## config.mk

```make
export PLATFORM = sky130hd
export DESIGN_NAME = tsg_queue
export DESIGN_NICKNAME = d
export VERILOG_FILES = /design/src/rtl/core/tsg_pkg.sv /design/src/rtl/core/tsg_queue.sv
export SDC_FILE = /design/constraint.sdc
export NUM_CORES = 1
export LEC_CHECK = 0
export BUFFER_PORTS_ARGS = -buffer_cell sky130_fd_sc_hd__buf_2
export CORE_UTILIZATION = 61
export DETAILED_ROUTE_END_ITERATION = 10
export HOLD_SLACK_MARGIN = 0.15
export PLACE_DENSITY_LB_ADDON = 0.3
export SYNTH_ARGS = -nofsm -noshare
export SYNTH_HDL_FRONTEND = slang
export SYNTH_SLANG_ARGS = --single-unit
```

## constraint.sdc

```tcl
create_clock -name clk -period 4.9 [get_ports clk]
set_input_delay 0.98 -clock clk [delete_from_list [all_inputs] [get_ports clk]]
set_output_delay 0.98 -clock clk [all_outputs]
set_load 0.01 [all_outputs]
```

## src/rtl/core/tsg_pkg.sv

```systemverilog
// ----------------------------------------------------------------------------
// Tapered sine generator package
// Shared types, register map and fixed-point constants for the generator.
// ----------------------------------------------------------------------------
package tsg_pkg;

    localparam int SINE_TABLE_DEPTH = 1024;
    localparam int SINE_BITS        = 16;

    localparam int TIME_W   = 32;
    localparam int FREQ_W   = 24;
    localparam int AMP_W    = 24;
    localparam int RECIP_W  = 49;
    localparam int ENV_W    = 17;
    localparam int SAMPLE_W = 24;

    localparam int APB_ADDR_W = 6;
    localparam int APB_DATA_W = 64;

    localparam int QUEUE_DEPTH = 4;

    localparam logic [63:0] Q30_ONE     = 64'd1073741824;
    localparam logic [63:0] PI_HALF_Q30 = 64'd1686629713;
    localparam logic [ENV_W-1:0] ENV_ONE = 17'd65536;
    localparam logic [RECIP_W-1:0] RECIP_RESET = 49'h1_0000_0000_0000;

    localparam logic [63:0] TAYLOR_DIV [6] = '{64'd156, 64'd110, 64'd72,
                                               64'd42, 64'd20, 64'd6};

    typedef enum logic [2:0] {
        REG_MODE         = 3'd0,
        REG_FREQUENCY    = 3'd1,
        REG_AMPLITUDE    = 3'd2,
        REG_TAPER_LENGTH = 3'd3,
        REG_TAPER_RECIP  = 3'd4,
        REG_DURATION     = 3'd5
    } tsg_reg_t;

    typedef enum logic [1:0] {
        ENV_UNITY = 2'd0,
        ENV_ZERO  = 2'd1,
        ENV_RAMP  = 2'd2
    } tsg_env_sel_t;

    typedef struct packed {
        logic                     mode;
        logic [FREQ_W-1:0]        frequency;
        logic signed [AMP_W-1:0]  amplitude;
        logic [TIME_W-1:0]        taper_length;
        logic [RECIP_W-1:0]       taper_reciprocal;
        logic [TIME_W-1:0]        duration;
    } tsg_cfg_t;

    typedef struct packed {
        logic [TIME_W-1:0] time_value;
        logic [TIME_W-1:0] distance;
        tsg_env_sel_t      env_sel;
    } tsg_item_t;

endpackage

```

## src/rtl/core/tsg_queue.sv

```systemverilog
// ----------------------------------------------------------------------------
// Tapered sine generator item queue
// Short register queue that lets the front end and the datapath stall apart.
// ----------------------------------------------------------------------------
module tsg_queue (
    input  logic               clk,
    input  logic               rst_n,
    input  logic               push,
    input  tsg_pkg::tsg_item_t push_item,
    output logic               full,
    input  logic               pop,
    output logic               head_valid,
    output tsg_pkg::tsg_item_t head_item
);

    localparam int PTR_W = $clog2(tsg_pkg::QUEUE_DEPTH);
    localparam int CNT_W = $clog2(tsg_pkg::QUEUE_DEPTH + 1);

    tsg_pkg::tsg_item_t slot_reg [tsg_pkg::QUEUE_DEPTH];
    logic [PTR_W-1:0]   wr_ptr_reg;
    logic [PTR_W-1:0]   wr_ptr_next;
    logic [PTR_W-1:0]   rd_ptr_reg;
    logic [PTR_W-1:0]   rd_ptr_next;
    logic [CNT_W-1:0]   count_reg;
    logic [CNT_W-1:0]   count_next;
    logic               do_pop;

    assign full       = count_reg == CNT_W'(tsg_pkg::QUEUE_DEPTH);
    assign head_valid = count_reg != '0;
    assign head_item  = slot_reg[rd_ptr_reg];
    assign do_pop     = pop && head_valid;

    always_comb
    begin
        wr_ptr_next = push ? wr_ptr_reg + 1'b1 : wr_ptr_reg;
        rd_ptr_next = do_pop ? rd_ptr_reg + 1'b1 : rd_ptr_reg;
        count_next  = count_reg + CNT_W'(push) - CNT_W'(do_pop);
    end

    always_ff @(posedge clk or negedge rst_n)
    begin
        if (!rst_n)
        begin
            wr_ptr_reg <= '0;
            rd_ptr_reg <= '0;
            count_reg  <= '0;
        end
        else
        begin
            wr_ptr_reg <= wr_ptr_next;
            rd_ptr_reg <= rd_ptr_next;
            count_reg  <= count_next;
        end
    end

    always_ff @(posedge clk)
    begin
        if (push)
        begin
            slot_reg[wr_ptr_reg] <= push_item;
        end
    end

endmodule

```

Word-level counts from Yosys, hierarchy flattened:

Memories as Yosys holds them, arrays and structs flattened.
Cells that the tools add are included.

* $add $sub $neg: 4
* multiply operators: 0
* divide/modulo/power cells: 0
* magnitude comparators: 0
* equal/unequal tests: 1
* shifts and indexed selects: 0
* muxes and demuxes: 2
* bitwise operators: 0
* reduce and logical (&&, ||, !) cells: 2

Operators by type and width (count)
* $add 2x1->2 const B: 2
* $add 3x1->3: 1
* $eq 3x3->1 const B: 1
* $reduce_bool 3->1: 1
* $sub 3x1->3: 1
* $mux 1: 2
* $logic_and 1x1->1: 1

* bits in registers: 7
* latch bits: 0
* memory bits (writable): 264
* memory bits (read-only): 0
* output and inout bits: 68
* logic and storage cells: 13
* memories: 1

Memories
* slot_reg: words 4, width 66, read ports 1, clocked after memory_dff 0, wr ports 1, RTL line tsg_queue.sv:19 `tsg_pkg::tsg_item_t slot_reg [tsg_pkg::QUEUE_DEPTH];`

Longest topological paths before layout:

Gate-level depths: netlist of the first run.

* depth after elaboration: 3
* depth in mapped cells: 7
* depth with buffers taken out: 7

Worst setup path before layout of the first run:

No wires, ideal clock.

* kind: input to register
* start: in push
* end: mem slot_reg[0][0] (netlist name) (enable)
* arrival: 2.531 ns
* data required time: 4.469 ns
* setup slack: 1.938 ns
* stages on the path: 1
* buffers on the path: 0
* cells stage by stage: and2_1

* longest elaborated chain between the ends: 2

RTL lines
* start, declared: RTL line tsg_queue.sv:8 `input logic push,`
* $mux 1: RTL line tsg_queue.sv:58 `if (push)`
* $mux 1 (not written as such): RTL line tsg_queue.sv:60 `slot_reg[wr_ptr_reg] <= push_item;`
* end, declared: RTL line tsg_queue.sv:19

No other way between the ends.

==> flow_summary_export.csv, run 1 <==
group,metric,value,unit
synth,ys_top_cells_by_area,"edfxtp_1, mux4_2, dfrtp_1, ha_1, buf_12",
grt,grt_antenna_before_repair,1,
drt,post_drt_wl_per_cell,21.9,um
floorplanning,fp.dieArea,16800,um2
power_and_ir_drop,ir_worst_vdd,508,uV
finish,layout-drive-gt1-share,45.6,%
timing,setup_viol_count_final,0,
floorplanning,floorplan.rows,46,
power_and_ir_drop,switchingPower,1.99,mW
critical_path,worst_ep_required_time,3.92,ns
finish,final_util,73.8,%
timing,worst-slew-pin-transition,1.02,ns
clock_network,cts.reportedPaths.clkPinSlew,0.07,ns
run,drv.max_cap_violation_count,0,
synth,postSynthNetCount,457,
clock_network,cts_num_sinks,271,
drt,route.final.wire_length,16900,um
finish,multi_input_area,1700,um2
grt,grt_start_max_net_pins,68,
power_and_ir_drop,power_frac_seq,46.6,%
timing,setup_tns,0,ns
drt,detail_route.vias_per_cell,5.76,
finish,layoutNonFillerInstCount,769,
synth,yosysMostFrequentCell,"edfxtp_1",
clock_network,tritoncts,"yes",
synth,most_instantiated_flip_flop_cell_in_the_synthesis_netlist,"edfxtp_1",
synth,synthDistinctLibCells,20,
place,numPortBuffers,137,
power_and_ir_drop,combinational_cell_fraction_of_total_power,24.3,%
place,dp_worst_setup_slack,1.75,ns
floorplanning,core-area,15900,um2
timing,final_min_period_over_clock_period,73.5,%
critical_path,sort_of_element_at_the_start_of_the_critical_path,"register",
timing,timing_max_transition_violations_final,0,
timing,rsz0062_at_grt,"false",
power_and_ir_drop,switching_share,27.5,%
clock_network,worstSkewPairLatency,0.51,ns
timing,maxClockFrequency,0.278,GHz
synth,synthTopCellsByCount,"edfxtp_1, mux4_2, dfrtp_1, ha_1, inv_1",
clock_network,post-cts-setup-buffers,0,
clock_network,htreeDepth,1,
synth,asr_flop_ratio_synth,2.58,%
critical_path,setup.worst_path.class,"reg2out",
power_and_ir_drop,share_clk_of_total_power,29.0,%
synth,yosysSeqAreaShare,81.5,%
drt,detailedRoute.firstIterationViolations,350,
finish,nets,609,
critical_path,regToRegEndpoint,"count_reg[2]",
clock_network,clock_path_buffers,3,
drt,detailedRoute.firstPassIterationCount,5,
power_and_ir_drop,power_density,616,nW/um2
finish,synthToLayoutAreaGrowth,17.8,%
finish,area.sequential,8110,um2
critical_path,r2r_start,"count_reg[1]",
critical_path,reg2reg_depth,7,
place,finalWeightedCongestion,0.726,
timing,min_period,3.60,ns
timing,maxSlewHeadroom,31.9,%
power_and_ir_drop,total_power,7.21,mW
clock_network,ctsHoldBuffers,0,
clock_network,root_buffer,"clkbuf_16",
critical_path,end_kind,"output port",
floorplanning,chipHeight,130,um
synth,synth.ff_latch_count,271,
clock_network,post_cts.resized_instances,0,
critical_path,ff2ff_setup_slack,2.88,ns
drt,drtAntennaViolNets,0,
drt,drc,0,
grt,grt_usage,20.3,%
floorplanning,number_of_top_level_design_ports,138,
synth,yosysTopAreaCell,"edfxtp_1",
grt,grt_pass1_vias,4543,
floorplanning,initial_core_utilization,62.6,%
timing,post-route-worst-setup-slack,1.30,ns
finish,largest_register_ff_count,264,
critical_path,cp.arrival,2.62,ns
synth,synth_enable_flop_cells,264,
worst_hold_path,worst_min_delay_path_category,"in2async",
clock_network,numCtsBuffers,26,
finish,fillerInstances,944,
timing,finalHoldViolCount,0,
synth,postSynthAreaPerCell,26.2,um2
drt,route.vias.total,4433,
power_and_ir_drop,p_int,5.23,mW
grt,overflow,0,
synth,area_share_of_the_largest_cell_type_after_synthesis,79.7,%
critical_path,worstPathMaxFanout,38,
synth,summed_instance_area_of_the_synthesized_netlist,9950,um2
grt,first_pass_grt_wire_length,25000,um
power_and_ir_drop,p_leak,4.05,nW
synth,yosysWarningCount,0,
floorplanning,die_x,130,um
place,cells_after_dpl,720,
timing,final_skew,0.0109,ns
synth,synthesis.instances,380,
run_status,run_status,"finished clean",
place,post-dp-hpwl,9350,um
-- area by class of cell --
class,count,share of cell area [%]
Clock buffer,29,5.65
Timing Repair Buffer,139,5.98
Inverter,6,0.192
Clock inverter,18,2.12
Tap cell,216,2.31
Antenna cell,2,0.0427
Multi-Input combinational cell,88,14.5
Sequential cell,271,69.2
-- critical path, cell delays in order (launching register included) --
cell     delay, ns
dfrtp_4       0.93
buf_4         0.45
mux4_2        0.56
buf_2         0.15
-- worst max-delay path by stage --
stage,from,end,slack (ns),cells after the start
after CTS,rd_ptr_reg[0],head_item[5],1.19,3
after global routing,rd_ptr_reg[0],head_item[65],1.09,3
final,rd_ptr_reg[0],head_item[46],1.30,3
after detailed placement,rd_ptr_reg[0],head_item[63],1.75,3
after global placement,rd_ptr_reg[0],head_item[14],1.74,3
after floorplan,push,slot_reg[0][0],1.94,1
-- cell usage in the layout (no fill, tap or decap), types with 3 or more instances in the layout --
| master | n |
|---|---|
| edfxtp_1 | 264 |
| buf_2 | 137 |
| mux4_2 | 66 |
| clkbuf_16 | 26 |
| inv_1 | 6 |
| ha_1 | 6 |
| bufinv_16 | 6 |
| clkinv_2 | 6 |
| dfrtp_1 | 5 |
| and2_4 | 4 |
| clkinv_1 | 4 |
| xnor2_1 | 3 |
| clkbuf_1 | 3 |
-- per-stage QoR --
step / cell area (um2) / hold WS [ns]
after floorplan: 9950 / 0.491
after global placement: 10800 / 0.506
after detailed placement: 10800 / 0.531
after CTS: 11700 / 0.274
after global routing: 11700 / 0.276
final: 11700 / 0.291
-- routing by layer --
metal / track usage (%) / vias up / wire length [um] / share of wire, %
met5: 0 / - / 0 / 0
met4: 5.75 / 0 / 282 / 1.7
met3: 4.84 / 22 / 1220 / 7.2
met2: 33.4 / 165 / 8670 / 51
met1: 27.8 / 2319 / 6680 / 40
li1: - / 1927 / - / -
-- cells by family after synthesis --
kind of cell / synth area share [%]
flip-flops: 81.5
multiplexers: 14.9
buffers and inverters: 1.56
adder cells (fa/ha/maj): 0.956
AND/OR/NAND/NOR: 0.415
XOR/XNOR: 0.440
AO/OA/AOI/OAI: 0.226
-- power groups by stage --
stage,sequential [mW],clock (mW),combinational (mW)
after CTS,3.38,2.13,1.80
after floorplan,3.17,0,1.40
after global placement,3.39,0,1.76
after global routing,3.42,2.21,1.90
after detailed placement,3.42,0,1.79
final,3.36,2.10,1.76
(Power assumes the default switching activity.)
==> run 2, diff against run 1 <==
--- a/config.mk
+++ b/config.mk
@@ -5,8 +5,9 @@
 export SDC_FILE = /design/constraint.sdc
 export NUM_CORES = 1
 export LEC_CHECK = 0
+export ABC_AREA = 1
 export BUFFER_PORTS_ARGS = -buffer_cell sky130_fd_sc_hd__buf_2
-export CORE_UTILIZATION = 61
+export CORE_UTILIZATION = 57
 export DETAILED_ROUTE_END_ITERATION = 10
 export HOLD_SLACK_MARGIN = 0.15
 export PLACE_DENSITY_LB_ADDON = 0.3
==> constraint.sdc (replaced) <==
create_clock -name clk -period 3.4 [get_ports clk]
set_input_delay 0.68 -clock clk [delete_from_list [all_inputs] [get_ports clk]]
set_output_delay 0.68 -clock clk [all_outputs]
set_load 0.01 [all_outputs]
==> flow_summary_export.csv, run 2 <==
group,metric,value,unit
run_status,run_status,"finished clean",
timing,final_skew,0.00996,ns
synth,synth_compound_area_share,6.18,%
critical_path,setup.worst_path.class,"reg2out",
synth,synthTopCellsByCount,"edfxtp_1, nand2_1, nor2_1, o21ai_0, inv_1",
place,dp_worst_setup_slack,1.01,ns
clock_network,cts_num_sinks,271,
floorplanning,initial_core_utilization,59.0,%
grt,globalRoute.busiestLayer,"met2",
critical_path,ff2ff_setup_slack,1.32,ns
synth,synthesis.instances,889,
grt,grt_start_max_net_pins,201,
clock_network,cts.reportedPaths.clkPinSlew,0.06,ns
grt,grt_use_met1,28.4,%
timing,setup_tns,0,ns
timing,final_min_period_over_clock_period,87.2,%
power_and_ir_drop,share_clk_of_total_power,25.8,%
worst_hold_path,worst_min_delay_path_category,"in2reg",
critical_path,r2r_start,"count_reg[1]",
clock_network,htreeDepth,1,
drt,detailedRoute.firstPassIterationCount,5,
power_and_ir_drop,switching_share,34.4,%
place,numPortBuffers,137,
synth,postSynthAreaPerCell,12.1,um2
timing,timing_max_transition_violations_final,0,
synth,synth.ff_latch_count,271,
grt,grt_antenna_before_repair,2,
clock_network,root_buffer,"clkbuf_16",
place,post-dp-hpwl,12400,um
power_and_ir_drop,p_int,7.23,mW
worst_hold_path,hold_depth,1,
floorplanning,chipHeight,139,um
timing,rsz0062_at_grt,"false",
critical_path,worst_ep_required_time,2.72,ns
timing,setup_viol_count_final,0,
place,finalWeightedCongestion,0.716,
power_and_ir_drop,switchingPower,3.80,mW
critical_path,sort_of_element_at_the_start_of_the_critical_path,"register",
timing,post-route-worst-setup-slack,0.436,ns
timing,worst-slew-pin-transition,0.785,ns
synth,synth_top_family_by_area,"simple AND/OR/NAND/NOR gates",
synth,synthMuxAreaShare,0,%
critical_path,regToRegEndpoint,"count_reg[2]",
finish,layout-drive-gt1-share,18.7,%
drt,detail_route.vias_per_cell,5.24,
synth,synthDistinctLibCells,19,
worst_hold_path,worst_hold_startpoint,"push_item[56]",
critical_path,worstPathMaxFanout,67,
clock_network,worstSkewPairLatency,0.52,ns
grt,grt_pass1_vias,6440,
clock_network,numCtsBuffers,26,
timing,worst_hold_slack,0.371,ns
timing,min_period,2.96,ns
grt,use_met3,4.30,%
synth,synth-adder-area-share,0.883,%
grt,first_pass_grt_wire_length,32900,um
drt,post_drt_wl_per_cell,16.1,um
timing,maxSlewHeadroom,47.7,%
synth,synth_enable_flop_cells,264,
floorplanning,die_x,139,um
run,drv.max_cap_violation_count,0,
synth,postSynthNetCount,966,
floorplanning,core-area,18300,um2
critical_path,cp.arrival,2.28,ns
drt,route.final.wire_length,20500,um
synth,ys_top_cells_by_area,"edfxtp_1, nand2_1, nor2_1, o21ai_0, inv_1",
critical_path,end_kind,"output port",
grt,grt.met2_usage,36.6,%
worst_hold_path,worstHoldEndpoint,"slot_reg[2][56]",
finish,largest_register_ff_count,264,
power_and_ir_drop,ir_worst_vdd,593,uV
finish,nets,1101,
power_and_ir_drop,total_power,11.0,mW
finish,fillerInstances,1288,
synth,asr_flop_ratio_synth,2.58,%
timing,finalHoldViolCount,0,
clock_network,tritoncts,"yes",
floorplanning,number_of_top_level_design_ports,138,
finish,layout_commonest_cell,"edfxtp_1",
drt,drc,0,
synth,yosysSeqAreaShare,75.2,%
grt,overflow,0,
grt,grt_usage,21.7,%
synth,synth_xor_area_share,0.244,%
finish,commonest_cells_after_routing_fill_and_taps_aside,"edfxtp_1, nand2_1, buf_2",
timing,maxClockFrequency,0.337,GHz
power_and_ir_drop,power_frac_seq,41.1,%
synth,most_instantiated_flip_flop_cell_in_the_synthesis_netlist,"edfxtp_1",
drt,drtAntennaViolNets,0,
drt,detailedRoute.firstIterationViolations,503,
drt,route.vias.total,6674,
finish,synthToLayoutAreaGrowth,16.1,%
floorplanning,fp.dieArea,19500,um2
critical_path,reg2reg_depth,11,
synth,yosysWarningCount,0,
clock_network,clock_path_buffers,3,
synth,yosysMostFrequentCell,"edfxtp_1",
power_and_ir_drop,power_density,882,nW/um2
floorplanning,floorplan.rows,49,
synth,synthSimpleGateAreaFrac,12.2,%
synth,summed_instance_area_of_the_synthesized_netlist,10800,um2
synth,area_share_of_the_largest_cell_type_after_synthesis,73.6,%
synth,yosysTopAreaCell,"edfxtp_1",
power_and_ir_drop,combinational_cell_fraction_of_total_power,33.1,%
power_and_ir_drop,p_leak,5.07,nW
==> run 2: cell count changes after synthesis, moves of 5 or more <==
cell and delta:
nand2_1 +213, nor2_1 +133, o21ai_0 +80, inv_1 +73
mux4_2 -66, o21ai_1 +52, clkbuf_1 +18, buf_6 +10
buf_2 +5
==> run 2: kinds of logic (layout without fill, tap and decap cells) <==
group,after synthesis,in the layout
xor+xnor,3,3
fa+ha+maj,7,7
other cells,0,2
flops,271,271
buf+inv,125,279
simple gates,350,350
compound gates,133,133
==> run 2: final cells by class <==
cell class | count | area [um2] | share of cell area [%]
diodes | 2 | 5.00 | 0.0400
flip-flops and latches | 271 | 8110 | 64.8
clock buffers | 30 | 687 | 5.49
repair buffers | 151 | 843 | 6.74
well taps | 229 | 287 | 2.29
inverters | 81 | 309 | 2.47
multi-input cells | 493 | 2100 | 16.8
clock inverters | 17 | 166 | 1.33
==> run 2: how the worst max path moves through the flow <==
stage,slack [ns],startpoint,end,cells past startpoint
after floorplan,0.73,push,slot_reg[1][0],3
after global placement,1.07,rd_ptr_reg[0],head_item[20],5
after detailed placement,1.01,rd_ptr_reg[1],head_item[40],6
after CTS,0.40,rd_ptr_reg[1],head_item[40],6
after global routing,0.30,rd_ptr_reg[1],head_item[24],6
final,0.44,rd_ptr_reg[1],head_item[40],6
==> run 2: power by group through the flow <==
stage | combinational [mW] | sequential [mW] | clock (mW)
5_1_grt | 4.11 | 4.58 | 3.01
3_5_place_dp | 3.69 | 4.60 | 0
6_report | 3.65 | 4.54 | 2.84
2_1_floorplan | 2.46 | 4.59 | 0
4_1_cts | 3.72 | 4.53 | 2.89
3_3_place_gp | 3.59 | 4.58 | 0
==> run 2: critical path, cell delays in order (launching register included) <==
cell and delay (ns):
dfrtp_1 0.41, inv_4 0.53, buf_4 0.34, nor2_1 0.07, o21ai_1 0.12, nand2_1 0.11
buf_2 0.16
==> run 2: repair_timing <==
item / 4_1_cts / 5_1_grt
gates resized for setup: 0 / 0
setup buffers: 0 / 0
hold endpoints to repair: 7 / 0
hold buffers: 1 / 0
==> run 2: metal layers <==
metal | up-vias | routed length (um) | part of all wire, %
met5 | - | 0 | 0
met4 | 0 | 547 | 2.7
met3 | 43 | 1250 | 6.1
met2 | 213 | 10000 | 49
met1 | 3158 | 8700 | 42
li1 | 3260 | - | -
==> run 2: per-stage QoR <==
| stage | cell area [um2] | cells | util, % |
|---|---|---|---|
| global route | 12500 | 1272 | 68.4 |
| detailed placement | 11600 | 1224 | 63.7 |
| finish | 12500 | 1274 | 68.5 |
| global placement | 11600 | 1224 | 63.7 |
| floorplan | 10800 | 889 | - |
| CTS | 12500 | 1272 | 68.4 |
==> run 3, diff against run 2 <==
--- a/config.mk
+++ b/config.mk
@@ -9,8 +9,8 @@
 export BUFFER_PORTS_ARGS = -buffer_cell sky130_fd_sc_hd__buf_2
 export CORE_UTILIZATION = 57
 export DETAILED_ROUTE_END_ITERATION = 10
-export HOLD_SLACK_MARGIN = 0.15
-export PLACE_DENSITY_LB_ADDON = 0.3
+export HOLD_SLACK_MARGIN = 0.1
+export PLACE_DENSITY = 0.77
 export SYNTH_ARGS = -nofsm -noshare
 export SYNTH_HDL_FRONTEND = slang
 export SYNTH_SLANG_ARGS = --single-unit
==> flow_summary_export.csv, run 3 (synthesis gave the netlist of run 2 again) <==
group,metric,value,unit
floorplanning,core-area,18300,um2
critical_path,timing.critical_path.max_delay_family,"buffers and inverters",
timing,final_skew,0.00923,ns
grt,grt_pass1_vias,6450,
clock_network,numCtsBuffers,27,
critical_path,cpMostUsedCell,"nand2_1",
floorplanning,fp.dieArea,19500,um2
timing,timing_max_transition_violations_final,0,
grt,grt_usage,21.8,%
timing,rsz0062_at_grt,"false",
grt,grt_antenna_before_repair,3,
critical_path,worst_path_max_delay_cell,"buf_12",
critical_path,worst_ep_required_time,2.72,ns
critical_path,sort_of_element_at_the_start_of_the_critical_path,"register",
finish,final_util,69.0,%
critical_path,end_kind,"output port",
place,dpl-instance-area,11600,um2
timing,worst_hold_slack,0.368,ns
power_and_ir_drop,total_power,11.4,mW
finish,commonest_cells_after_routing_fill_and_taps_aside,"edfxtp_1, nand2_1, buf_2",
clock_network,clock_path_buffers,3,
critical_path,cp.buffers_inverters,2,
timing,maxClockFrequency,0.345,GHz
clock_network,worstSkewPairLatency,0.53,ns
clock_network,cts_num_sinks,271,
finish,largest_register_ff_count,264,
drt,detailedRoute.firstIterationViolations,540,
drt,route.vias.total,6671,
worst_hold_path,worst_min_delay_path_category,"in2reg",
floorplanning,die_x,139,um
drt,route.final.wire_length,20800,um
floorplanning,initial_core_utilization,59.0,%
finish,layout_commonest_cell,"edfxtp_1",
timing,setup_viol_count_final,0,
finish,nets,1101,
critical_path,cp.arrival,2.22,ns
drt,drc,0,
floorplanning,floorplan.rows,49,
clock_network,post_cts.resized_instances,0,
grt,overflow,0,
power_and_ir_drop,p_leak,5.14,nW
place,numPortBuffers,137,
place,cells_after_dpl,1223,
drt,detailedRoute.firstPassIterationCount,5,
clock_network,ctsHoldBuffers,1,
timing,worst-slew-pin-transition,0.820,ns
timing,post-route-worst-setup-slack,0.500,ns
place,dp_worst_setup_slack,1.02,ns
timing,final_min_period_over_clock_period,85.3,%
drt,detail_route.vias_per_cell,5.23,
timing,maxSlewHeadroom,45.3,%
floorplanning,chipHeight,139,um
clock_network,htreeDepth,1,
critical_path,reg2reg_depth,11,
power_and_ir_drop,power_density,903,nW/um2
clock_network,post-cts-setup-buffers,0,
timing,setup_tns,0,ns
timing,min_period,2.90,ns
place,finalWeightedCongestion,0.795,
clock_network,cts.reportedPaths.clkPinSlew,0.06,ns
finish,layoutNonFillerInstCount,1275,
run,drv.max_cap_violation_count,0,
drt,drtAntennaViolNets,0,
finish,layout.cell_area.non_filler,12600,um2
critical_path,path_cells,"buf_12 -> nand2_1 -> o21ai_0 -> nand2_1 -> nand2_1 -> buf_2",
finish,layout-drive-gt1-share,19.2,%
finish,synthToLayoutAreaGrowth,17.1,%
critical_path,cpPeakStageDelay,0.49,ns
timing,finalHoldViolCount,0,
floorplanning,number_of_top_level_design_ports,138,
clock_network,root_buffer,"clkbuf_16",
critical_path,setup.worst_path.class,"reg2out",
critical_path,worstPathMaxFanout,200,
run_status,run_status,"finished clean",
clock_network,tritoncts,"yes",
critical_path,critical_path_depth,6,
grt,first_pass_grt_wire_length,33000,um
grt,grt_start_max_net_pins,201,
worst_hold_path,hold_depth,1,
power_and_ir_drop,ir_worst_vdd,672,uV
place,post-dp-hpwl,12400,um
drt,post_drt_wl_per_cell,16.3,um
run 3: per-layer routing:
layer / up-vias / track usage (%) / wire (um)
li1: 3256 / - / -
met1: 3149 / 30.0 / 9000
met2: 225 / 35.1 / 9800
met3: 37 / 4.61 / 1590
met4: 4 / 6.61 / 391
met5: - / 0 / 16
run 3: path summary, 6_finish.rpt:
check | startpoint | endpoint | slack (ns)
setup / recovery | rd_ptr_reg[0] | head_item[48] | 0.50
hold / removal | push_item[44] | slot_reg[0][44] | 0.37
setup reg to reg | count_reg[1] | count_reg[2] | 1.34
hold reg to reg | rd_ptr_reg[1] | rd_ptr_reg[1] | 0.53
max in group asynchronous | rst_n | rd_ptr_reg[0] | 2.69
min in group asynchronous | rst_n | count_reg[1] | 0.53
run 3: power breakdown:
part	switching, mW	internal (mW)
Sequential	0.162	4.38
Combinational	2.45	1.16
Clock	1.24	2.00
Total	3.85	7.54
run 3: layout make-up:
type                    instances  area (um2)
multi-input cells             493        2100
repair buffers                150         823
well taps                     229         287
inverters                      81         312
fillers                      1268        5660
flip-flops and latches        271        8110
clock inverters                20         292
diodes                          1        2.50
clock buffers                  30         687
